File: config.mk
export PLATFORM = sky130hd
export DESIGN_NAME = infix_to_postfix_converter_unit_flat
export DESIGN_NICKNAME = d
export VERILOG_FILES = /design/src/rtl/itp_pkg.sv /design/src/rtl/itp_if.sv /design/src/rtl/itp_ctrl.sv /design/src/rtl/itp_dp.sv /design/src/rtl/infix_to_postfix_converter_unit.sv /design/src/flat_wrapper.sv
export VERILOG_INCLUDE_DIRS = /design/src /design/src/rtl
export SDC_FILE = /design/constraint.sdc
export NUM_CORES = 1
export LEC_CHECK = 0
export BUFFER_PORTS_ARGS = -buffer_cell sky130_fd_sc_hd__buf_2
export CELL_PAD_IN_SITES_DETAIL_PLACEMENT = 1
export CELL_PAD_IN_SITES_GLOBAL_PLACEMENT = 1
export CORE_AREA = 2 2 105 107
export DETAILED_ROUTE_END_ITERATION = 10
export DIE_AREA = 0 0 107 109
export GPL_TIMING_DRIVEN = 0
export HOLD_SLACK_MARGIN = 0.02
export PLACE_DENSITY_LB_ADDON = 0.05
export SLEW_MARGIN = 20
export SYNTH_ARGS = -nofsm -noshare
export SYNTH_HDL_FRONTEND = slang
export SYNTH_HIERARCHICAL = 1
export SYNTH_SLANG_ARGS = --single-unit
File: constraint.sdc
create_clock -name clk_i -period 10.85 [get_ports clk_i]
set_input_delay 0.5425 -clock clk_i [delete_from_list [all_inputs] [get_ports clk_i]]
set_output_delay 0.5425 -clock clk_i [all_outputs]
set_load 0.005 [all_outputs]
File: src/rtl/infix_to_postfix_converter_unit_macros.svh
// Assertion helpers for the infix to postfix converter.
`ifndef INFIX_TO_POSTFIX_CONVERTER_UNIT_MACROS_SVH
`define INFIX_TO_POSTFIX_CONVERTER_UNIT_MACROS_SVH

// Same-cycle implication, checked outside reset.
`define ITP_ASSERT_IMP(lbl, ante, cons, msg) \
  lbl: assert property (@(posedge clk_i) disable iff (!rst_ni) (ante) |-> (cons)) \
    else $error(msg);

// Next-cycle implication, checked outside reset.
`define ITP_ASSERT_NXT(lbl, ante, cons, msg) \
  lbl: assert property (@(posedge clk_i) disable iff (!rst_ni) (ante) |=> (cons)) \
    else $error(msg);

`endif

File: src/rtl/itp_pkg.sv
package itp_pkg;

  localparam int unsigned STACK_DEPTH_DEF = 16;

  localparam logic [7:0] CH_OPEN  = 8'h28;  // (
  localparam logic [7:0] CH_CLOSE = 8'h29;  // )
  localparam logic [7:0] CH_MUL   = 8'h2A;  // *
  localparam logic [7:0] CH_ADD   = 8'h2B;  // +
  localparam logic [7:0] CH_SUB   = 8'h2D;  // -
  localparam logic [7:0] CH_DIV   = 8'h2F;  // /
  localparam logic [7:0] CH_POW   = 8'h5E;  // ^
  localparam logic [7:0] CH_SPACE = 8'h20;
  localparam logic [7:0] CH_NUL   = 8'h00;

  typedef enum logic [2:0] {
    OP_OPEN = 3'd0,
    OP_ADD  = 3'd1,
    OP_SUB  = 3'd2,
    OP_MUL  = 3'd3,
    OP_DIV  = 3'd4,
    OP_POW  = 3'd5,
    OP_NONE = 3'd7
  } op_code_e;

  typedef enum logic [1:0] {
    ERR_OK    = 2'd0,
    ERR_FULL  = 2'd1,
    ERR_CLOSE = 2'd2,
    ERR_OPEN  = 2'd3
  } err_e;

  // Source of the emitted character.
  typedef enum logic [1:0] {
    SEL_SYM,
    SEL_TOP,
    SEL_SPACE,
    SEL_ZERO
  } sel_e;

  typedef struct packed {
    logic load;
    logic emit;
    sel_e sel;
    logic last;
    logic done;
    err_e err;
    logic push;
    logic pop;
  } cmd_t;

  typedef struct packed {
    logic     eoe;
    logic     is_close;
    op_code_e cls;
    logic     empty;
    logic     full;
    logic     top_open;
    logic     top_ge;
    logic     out_free;
  } stat_t;

  function automatic op_code_e classify(input logic [7:0] sym);
    op_code_e c;
    case (sym)
      CH_OPEN: c = OP_OPEN;
      CH_ADD:  c = OP_ADD;
      CH_SUB:  c = OP_SUB;
      CH_MUL:  c = OP_MUL;
      CH_DIV:  c = OP_DIV;
      CH_POW:  c = OP_POW;
      default: c = OP_NONE;
    endcase
    return c;
  endfunction

  function automatic logic [7:0] code_char(input op_code_e c);
    logic [7:0] ch;
    case (c)
      OP_OPEN: ch = CH_OPEN;
      OP_ADD:  ch = CH_ADD;
      OP_SUB:  ch = CH_SUB;
      OP_MUL:  ch = CH_MUL;
      OP_DIV:  ch = CH_DIV;
      OP_POW:  ch = CH_POW;
      default: ch = CH_NUL;
    endcase
    return ch;
  endfunction

  function automatic logic [1:0] code_prec(input op_code_e c);
    logic [1:0] p;
    case (c)
      OP_ADD, OP_SUB: p = 2'd1;
      OP_MUL, OP_DIV: p = 2'd2;
      OP_POW:         p = 2'd3;
      default:        p = 2'd0;
    endcase
    return p;
  endfunction

endpackage

File: src/rtl/itp_if.sv
interface itp_in_if;
  logic       valid;
  logic       ready;
  logic [7:0] symbol;
  logic       end_of_expression;

  modport source (output valid, output symbol, output end_of_expression, input ready);
  modport sink   (input valid, input symbol, input end_of_expression, output ready);
endinterface

interface itp_out_if;
  logic         valid;
  logic         ready;
  logic [7:0]   out_symbol;
  logic         last_of_run;
  logic         expression_done;
  itp_pkg::err_e error_code;

  modport source (output valid, output out_symbol, output last_of_run,
                  output expression_done, output error_code, input ready);
  modport sink   (input valid, input out_symbol, input last_of_run,
                  input expression_done, input error_code, output ready);
endinterface

File: src/rtl/itp_ctrl.sv
module itp_ctrl (
  input  logic          clk_i,
  input  logic          rst_ni,
  input  logic          in_valid_i,
  output logic          in_ready_o,
  input  itp_pkg::stat_t stat_i,
  output itp_pkg::cmd_t  cmd_o
);
  import itp_pkg::*;

  typedef enum logic [1:0] {
    ST_IDLE,
    ST_SCAN,
    ST_GAP
  } state_e;

  state_e state_q, state_d;
  logic   open_seen_q, open_seen_d;

  assign in_ready_o = (state_q == ST_IDLE);

  always_comb begin
    state_d     = state_q;
    open_seen_d = open_seen_q;
    cmd_o       = '0;
    cmd_o.sel   = SEL_ZERO;
    cmd_o.err   = ERR_OK;
    case (state_q)
      ST_IDLE: begin
        if (in_valid_i) begin
          cmd_o.load  = 1'b1;
          open_seen_d = 1'b0;
          state_d     = ST_SCAN;
        end
      end
      ST_SCAN: begin
        if (stat_i.out_free) begin
          if (stat_i.eoe) begin
            if (!stat_i.empty && stat_i.top_open) begin
              // drop the stray open, remember it for the terminator
              cmd_o.pop   = 1'b1;
              open_seen_d = 1'b1;
            end else if (!stat_i.empty) begin
              cmd_o.emit = 1'b1;
              cmd_o.sel  = SEL_TOP;
              cmd_o.pop  = 1'b1;
              state_d    = ST_GAP;
            end else begin
              cmd_o.emit = 1'b1;
              cmd_o.sel  = SEL_ZERO;
              cmd_o.last = 1'b1;
              cmd_o.done = 1'b1;
              cmd_o.err  = open_seen_q ? ERR_OPEN : ERR_OK;
              state_d    = ST_IDLE;
            end
          end else if (stat_i.is_close) begin
            if (stat_i.empty) begin
              cmd_o.emit = 1'b1;
              cmd_o.sel  = SEL_ZERO;
              cmd_o.last = 1'b1;
              cmd_o.err  = ERR_CLOSE;
              state_d    = ST_IDLE;
            end else if (stat_i.top_open) begin
              cmd_o.pop = 1'b1;
              state_d   = ST_IDLE;
            end else begin
              cmd_o.emit = 1'b1;
              cmd_o.sel  = SEL_TOP;
              cmd_o.pop  = 1'b1;
              state_d    = ST_GAP;
            end
          end else begin
            case (stat_i.cls)
              OP_NONE: begin
                cmd_o.emit = 1'b1;
                cmd_o.sel  = SEL_SYM;
                cmd_o.last = 1'b1;
                state_d    = ST_IDLE;
              end
              OP_OPEN: begin
                if (stat_i.full) begin
                  cmd_o.emit = 1'b1;
                  cmd_o.sel  = SEL_ZERO;
                  cmd_o.last = 1'b1;
                  cmd_o.err  = ERR_FULL;
                end else begin
                  cmd_o.push = 1'b1;
                end
                state_d = ST_IDLE;
              end
              default: begin
                if (!stat_i.empty && !stat_i.top_open && stat_i.top_ge) begin
                  cmd_o.emit = 1'b1;
                  cmd_o.sel  = SEL_TOP;
                  cmd_o.pop  = 1'b1;
                  state_d    = ST_GAP;
                end else begin
                  cmd_o.emit = 1'b1;
                  cmd_o.sel  = SEL_SPACE;
                  cmd_o.last = 1'b1;
                  cmd_o.err  = stat_i.full ? ERR_FULL : ERR_OK;
                  cmd_o.push = !stat_i.full;
                  state_d    = ST_IDLE;
                end
              end
            endcase
          end
        end
      end
      ST_GAP: begin
        if (stat_i.out_free) begin
          cmd_o.emit = 1'b1;
          cmd_o.sel  = SEL_SPACE;
          state_d    = ST_SCAN;
          // a close run may end here: on an empty stack or at its open
          if (!stat_i.eoe && stat_i.is_close) begin
            if (stat_i.empty) begin
              cmd_o.last = 1'b1;
              cmd_o.err  = ERR_CLOSE;
              state_d    = ST_IDLE;
            end else if (stat_i.top_open) begin
              cmd_o.last = 1'b1;
              cmd_o.pop  = 1'b1;
              state_d    = ST_IDLE;
            end
          end
        end
      end
      default: state_d = ST_IDLE;
    endcase
  end

  always_ff @(posedge clk_i or negedge rst_ni) begin
    if (!rst_ni) begin
      state_q     <= ST_IDLE;
      open_seen_q <= 1'b0;
    end else begin
      state_q     <= state_d;
      open_seen_q <= open_seen_d;
    end
  end

endmodule

File: src/rtl/itp_dp.sv
module itp_dp #(
  parameter int unsigned STACK_DEPTH = itp_pkg::STACK_DEPTH_DEF
) (
  input  logic           clk_i,
  input  logic           rst_ni,
  input  logic [7:0]     symbol_i,
  input  logic           eoe_i,
  input  itp_pkg::cmd_t  cmd_i,
  output itp_pkg::stat_t stat_o,
  input  logic           out_ready_i,
  output logic           out_valid_o,
  output logic [7:0]     out_symbol_o,
  output logic           last_o,
  output logic           done_o,
  output itp_pkg::err_e  err_o
);
  import itp_pkg::*;

  localparam int unsigned CntW = $clog2(STACK_DEPTH + 1);
  localparam int unsigned IdxW = $clog2(STACK_DEPTH);

  op_code_e       stack_q [STACK_DEPTH];
  logic [CntW-1:0] cnt_q, cnt_d;

  logic [7:0] sym_q;
  logic       eoe_q;
  op_code_e   cls_q;

  op_code_e   top;
  logic [7:0] char_d;
  logic       out_valid_q;
  logic [7:0] out_sym_q;
  logic       last_q, done_q;
  err_e       err_q;

  assign top = stack_q[IdxW'(cnt_q - CntW'(1))];

  assign stat_o.eoe      = eoe_q;
  assign stat_o.is_close = (sym_q == CH_CLOSE);
  assign stat_o.cls      = cls_q;
  assign stat_o.empty    = (cnt_q == '0);
  assign stat_o.full     = (cnt_q == CntW'(STACK_DEPTH));
  assign stat_o.top_open = (top == OP_OPEN);
  assign stat_o.top_ge   = (code_prec(top) >= code_prec(cls_q));
  assign stat_o.out_free = !out_valid_q || out_ready_i;

  always_comb begin
    cnt_d = cnt_q;
    if (cmd_i.push) begin
      cnt_d = cnt_q + CntW'(1);
    end else if (cmd_i.pop) begin
      cnt_d = cnt_q - CntW'(1);
    end
  end

  always_comb begin
    case (cmd_i.sel)
      SEL_SYM:   char_d = sym_q;
      SEL_TOP:   char_d = code_char(top);
      SEL_SPACE: char_d = CH_SPACE;
      default:   char_d = CH_NUL;
    endcase
  end

  always_ff @(posedge clk_i) begin
    if (cmd_i.push) begin
      stack_q[IdxW'(cnt_q)] <= cls_q;
    end
    if (cmd_i.load) begin
      sym_q <= symbol_i;
      eoe_q <= eoe_i;
      cls_q <= classify(symbol_i);
    end
    if (cmd_i.emit) begin
      out_sym_q <= char_d;
      last_q    <= cmd_i.last;
      done_q    <= cmd_i.done;
      err_q     <= cmd_i.err;
    end
  end

  always_ff @(posedge clk_i or negedge rst_ni) begin
    if (!rst_ni) begin
      cnt_q       <= '0;
      out_valid_q <= 1'b0;
    end else begin
      cnt_q <= cnt_d;
      if (cmd_i.emit) begin
        out_valid_q <= 1'b1;
      end else if (out_ready_i) begin
        out_valid_q <= 1'b0;
      end
    end
  end

  assign out_valid_o  = out_valid_q;
  assign out_symbol_o = out_sym_q;
  assign last_o       = last_q;
  assign done_o       = done_q;
  assign err_o        = err_q;

endmodule

File: src/rtl/infix_to_postfix_converter_unit.sv
// Infix to postfix converter, shunting-yard style, one character per input word.
// Input channel in_i: symbol plus end_of_expression; an end word flushes the
// operator stack and closes the expression with a NUL terminator word.
// Output channel out_o: one postfix character per word, with last_of_run on the
// final word an input causes, expression_done on the terminator and error_code
// (stack full, unmatched close, unmatched open) on that final word only.
// Timing: a word is taken in the idle state, then the controller takes one action
// per cycle while the output register is free. An operand, an operator's space or
// an error-only word is written from the scan state into the output register. Each
// popped operator adds two words (its character and its space), each open
// parenthesis dropped by a flush an action with no word; a close that pops
// operators ends on its last space. All actions go through the single output
// register. Words that produce no output still pass through the scan state.
// Stall: while out_o.ready is low and the output register is full, the controller
// holds its next action; the next input word is taken as soon as the current one
// has issued its last output word, even while that word waits in the register.
// Reset: rst_ni clears the stack count, the controller and the output valid;
// stack entries are not cleared and are only read below the count.
`include "infix_to_postfix_converter_unit_macros.svh"

module infix_to_postfix_converter_unit #(
  parameter int unsigned STACK_DEPTH = itp_pkg::STACK_DEPTH_DEF
) (
  input  logic       clk_i,
  input  logic       rst_ni,
  itp_in_if.sink     in_i,
  itp_out_if.source  out_o
);
  import itp_pkg::*;

  cmd_t  cmd;
  stat_t stat;

  // Sequencer: decide one stack action per cycle while the output register is free.
  itp_ctrl u_ctrl (
    .clk_i      (clk_i),
    .rst_ni     (rst_ni),
    .in_valid_i (in_i.valid),
    .in_ready_o (in_i.ready),
    .stat_i     (stat),
    .cmd_o      (cmd)
  );

  // Stack, current word and output register.
  itp_dp #(
    .STACK_DEPTH (STACK_DEPTH)
  ) u_dp (
    .clk_i        (clk_i),
    .rst_ni       (rst_ni),
    .symbol_i     (in_i.symbol),
    .eoe_i        (in_i.end_of_expression),
    .cmd_i        (cmd),
    .stat_o       (stat),
    .out_ready_i  (out_o.ready),
    .out_valid_o  (out_o.valid),
    .out_symbol_o (out_o.out_symbol),
    .last_o       (out_o.last_of_run),
    .done_o       (out_o.expression_done),
    .err_o        (out_o.error_code)
  );

  // The terminator always closes the run.
  `ITP_ASSERT_IMP(a_done_is_last, out_o.valid && out_o.expression_done, out_o.last_of_run, "terminator without last_of_run")
  // Errors ride only on the final word of a run.
  `ITP_ASSERT_IMP(a_err_on_last, out_o.valid && (out_o.error_code != ERR_OK), out_o.last_of_run, "error code on a non-final word")
  // An unmatched open is reported only by the terminator.
  `ITP_ASSERT_IMP(a_open_on_done, out_o.valid && (out_o.error_code == ERR_OPEN), out_o.expression_done, "unmatched open off the terminator")
  // After taking a word the block is busy in the following cycle.
  `ITP_ASSERT_NXT(a_busy_after_accept, in_i.valid && in_i.ready, !in_i.ready, "input taken back to back")

endmodule

File: src/flat_wrapper.sv
// flat-port wrapper written by rule: the top's interface ports become plain ports
module infix_to_postfix_converter_unit_flat import itp_pkg::*;
#(
  parameter int unsigned STACK_DEPTH = itp_pkg::STACK_DEPTH_DEF
)
  (clk_i, rst_ni, in_i_valid, in_i_symbol, in_i_end_of_expression, in_i_ready, out_o_valid, out_o_out_symbol, out_o_last_of_run, out_o_expression_done, out_o_error_code, out_o_ready);
  itp_in_if in_i_i ();
  itp_out_if out_o_i ();
  input  logic clk_i;
  input  logic rst_ni;
  input wire logic [$bits(in_i_i.valid)-1:0] in_i_valid;
  input wire logic [$bits(in_i_i.symbol)-1:0] in_i_symbol;
  input wire logic [$bits(in_i_i.end_of_expression)-1:0] in_i_end_of_expression;
  output wire logic [$bits(in_i_i.ready)-1:0] in_i_ready;
  output wire logic [$bits(out_o_i.valid)-1:0] out_o_valid;
  output wire logic [$bits(out_o_i.out_symbol)-1:0] out_o_out_symbol;
  output wire logic [$bits(out_o_i.last_of_run)-1:0] out_o_last_of_run;
  output wire logic [$bits(out_o_i.expression_done)-1:0] out_o_expression_done;
  output wire logic [$bits(out_o_i.error_code)-1:0] out_o_error_code;
  input wire logic [$bits(out_o_i.ready)-1:0] out_o_ready;
  assign in_i_i.valid = in_i_valid;
  assign in_i_i.symbol = in_i_symbol;
  assign in_i_i.end_of_expression = in_i_end_of_expression;
  assign in_i_ready = in_i_i.ready;
  assign out_o_valid = out_o_i.valid;
  assign out_o_out_symbol = out_o_i.out_symbol;
  assign out_o_last_of_run = out_o_i.last_of_run;
  assign out_o_expression_done = out_o_i.expression_done;
  assign out_o_error_code = out_o_i.error_code;
  assign out_o_i.ready = out_o_ready;
  infix_to_postfix_converter_unit #(.STACK_DEPTH(STACK_DEPTH)) u_core (.clk_i(clk_i), .rst_ni(rst_ni), .in_i(in_i_i), .out_o(out_o_i));
endmodule
==> results.yml <==
setup_path:
  critPathTopFamily: "simple AND/OR/NAND/NOR gates"
  crit_path_start_kind: "register"
  cp_slowest_stage_delay_ns: 0.63
  critical_path_class: "reg -> reg"
  crit_cells: 20
  cp_data_required_time_ns: 10.87
  critPathMostFrequentCell: "ha_1"
  worst-path-max-fanout: 10
  worstPathArrival_ns: 5.98
  r2r_cells: 20
  cp_slowest_cell: "mux4_1"
  crit_chain: "buf_2 > buf_4 > inv_1 > ha_1 > xor2_2 > mux4_1 > mux2_2 > a32oi_4 > nand3b_4 > o21a_1 > ha_1 > nand2b_1 > a21o_1 > nor3b_2 > a21oi_1 > o21ai_0 > nor3_1 > clkbuf_1 > nand2_1 > nor2_1"
  end_kind: "register"
  critPathBufInv: 4
global_route:
  grt_pass1_wl_um: 15200
  track_usage: 0.175
  grt_pass1_vias: 2851
  grt_overflow: 0
  grt_max_degree: 24
  antenna_found_initial: 0
timing:
  fin_ws_ns: 4.89
  skew_ns: 0.00977
  worstMarginPinSlew_ns: 0.779
  hold_violations: 0
  period_minus_slack_ns: 5.96
  max_slew_margin: 0.477
  rsz0062_at_grt: "false"
  slew_viol_final: 0
  setup_viol: 0
  setup_tns_ns: 0
  timing.fmax_ghz: 0.168
  finalCritPeriodShare: 0.549
  worst_hold_slack_ns: 0.0281
logic_synthesis:
  yosys.area_share.adder: 0.0336
  ys_seq_area_frac: 0.583
  yosys.area_share.simple: 0.159
  synthCells: 322
  synth_top_area_cell: "edfxtp_1"
  synth.top_cells.by_area: "edfxtp_1 53%, dfrtp_1 5.5%, ha_1 3.4%, nand2_1 3.0%, nor2_1 2.9%"
  synth_top_flop_cell: "edfxtp_1"
  synth_top_area_frac: 0.528
  syn_nets: 346
  ys_ff_latch: 81
  syn_area_mm2: 0.00409
  synth_edf_count: 72
  synth_mux_area_frac: 0.0651
  ys_top_cells_by_count: "72 x edfxtp_1, 33 x nand2_1, 32 x nor2_1"
  ys.warnings.count: 6
  synth_top_family_by_area: "simple AND/OR/NAND/NOR gates"
  synth_xor_area_frac: 0.0229
  yosysUniqueCellTypes: 65
  synth_most_common_cell: "edfxtp_1"
  async_flop_share: 0.111
  avgSynthCellArea_um2: 12.7
  synth_compound_area_frac: 0.104
power:
  power_leakage_uw: 0.00167
  ir_drop_mv: 0.116
  p_per_area_mw_per_mm2: 329
place:
  dp_hpwl_um: 6730
  placed_area_mm2: 0.00441
  gp_congestion: 0.824
  pre_cts_slack_ns: 4.83
  io_buffer_count: 26
worst_hold_path:
  hold_path_class: "in -> async"
floorplanning:
  dieHeight_um: 109
  num_io_pins: 27
  num_rows: 38
  design.die.area_mm2: 0.0117
  chipWidth_um: 107
  initial_core_util: 0.386
  core_area_mm2: 0.0106
clock_network:
  clock_latency_ns: 0.36
  cts_inserted_buffers: 9
  clock_sinks: 81
  cts_setup_buffers: 0
  clk_pin_slew_ns: 0.09
  cts_buffer_depth: 2
  htree_levels: 3
  cts_resized: 0
  cts_hold_buf: 0
  cts_tree: "yes"
  root_buffer: "clkbuf_8"
flow_run:
  max_cap_viol_count: 0
cells_and_area:
  areaGrowthSynthToFinish_pct: 13.4
  layout.nets: 383
  finish.utilization: 0.438
  drive_above_1_share: 0.198
  antenna_cells: 0
  fin_area_mm2: 0.00464
route:
  first_pass_iters: 4
  num_vias: 2618
  wl_um: 9310
  routed_via_density: 5.20
  drc: 0
  avgRoutedWirePerCell_um: 18.5
  drt_iter0_drc: 83
  ant_nets: 0
status:
  outcome: "finished clean"
## final cells by class
cell class                 instances  area (um2)
fill                            1134        5960
sequential                        81        2390
multi-input combinational        216        1590
tap                              140         175
timing repair buffer              26         130
clock buffer                       9         124
clock inverter                     6         108
buffer                            14        90.1
inverter                          11        41.3
## cells by family (layout without fill, tap and decap cells)
kind of cell,Yosys count,after routing
flops,81,81
xor+xnor,9,9
mux,19,19
buf+inv,25,66
simple gates,126,126
fa+ha+maj,11,11
compound gates,51,51
## worst register-to-register path, delay by kind of cell (launching register included)
kind            cells  cell delay (ns)
simple gates        6             1.26
buf+inv             4             0.97
compound gates      5             0.96
mux                 2             0.94
fa+ha+maj           2             0.60
xor+xnor            1             0.49
flops               1             0.41
## cell usage in the layout (no fill, tap or decap), types with 11 or more instances in the layout
| master | Yosys | routed |
|---|---|---|
| nand2_1 | 33 | 33 |
| inv_1 | 11 | 11 |
| nand2b_1 | 11 | 11 |
| ha_1 | 11 | 11 |
| edfxtp_1 | 72 | 72 |
| a21oi_1 | 12 | 12 |
| buf_2 | 2 | 28 |
| nor2_1 | 32 | 32 |
| nand3_1 | 13 | 13 |
## through the flow
| step | instances | power (uW) |
|---|---|---|
| CTS | 503 | 1550 |
| global placement | 488 | 1270 |
| finish | 503 | 1530 |
| global route | 503 | 1650 |
| floorplan | 322 | 1060 |
| detailed placement | 488 | 1280 |
## worst paths after layout
check	from	to	slack, ns
worst max-delay path	u_core/u_dp/cnt_q[0]	u_core/u_dp/stack_q[11][2]	4.89
worst min-delay path	rst_ni	u_core/u_ctrl/open_seen_q	0.03
worst max register to register	u_core/u_dp/cnt_q[0]	u_core/u_dp/stack_q[11][2]	4.89
worst min register to register	u_core/u_dp/cnt_q[4]	u_core/u_dp/cnt_q[4]	0.50
max in group asynchronous	rst_ni	u_core/u_dp/cnt_q[2]	10.62
min in group clk_i	in_i_end_of_expression	u_core/u_dp/eoe_q	0.36
## state kept, by name, indices dropped and copies added, names as in the netlist
signal / flops
u_core/u_dp/stack_q: 48
u_core/u_dp/eoe_q: 1
u_core/u_dp/cls_q: 3
u_core/u_dp/err_o: 2
u_core/u_dp/out_valid_o: 1
u_core/u_ctrl/open_seen_q: 1
u_core/u_dp/done_o: 1
u_core/u_dp/cnt_q: 5
u_core/u_ctrl/state_q: 2
u_core/u_dp/out_symbol_o: 8
u_core/u_dp/last_o: 1
u_core/u_dp/sym_q: 8
## where the power goes
group | switching (uW) | leakage, uW | total [uW] | internal [uW]
sequential | 25.8 | 0.000752 | 437 | 411
combinational | 494 | 0.000800 | 831 | 337
clock | 111 | 0.000117 | 261 | 151
total | 631 | 0.00167 | 1530 | 899
## layer usage
layer / vias to the layer above / global-route usage / share of wire
met3: 10 / 0.0371 / 0.025
met2: 30 / 0.313 / 0.51
li1: 1264 / - / -
met4: 0 / 0.0566 / 0.015
met1: 1314 / 0.211 / 0.45
met5: - / 0 / 0
(Power assumes the default switching activity.)
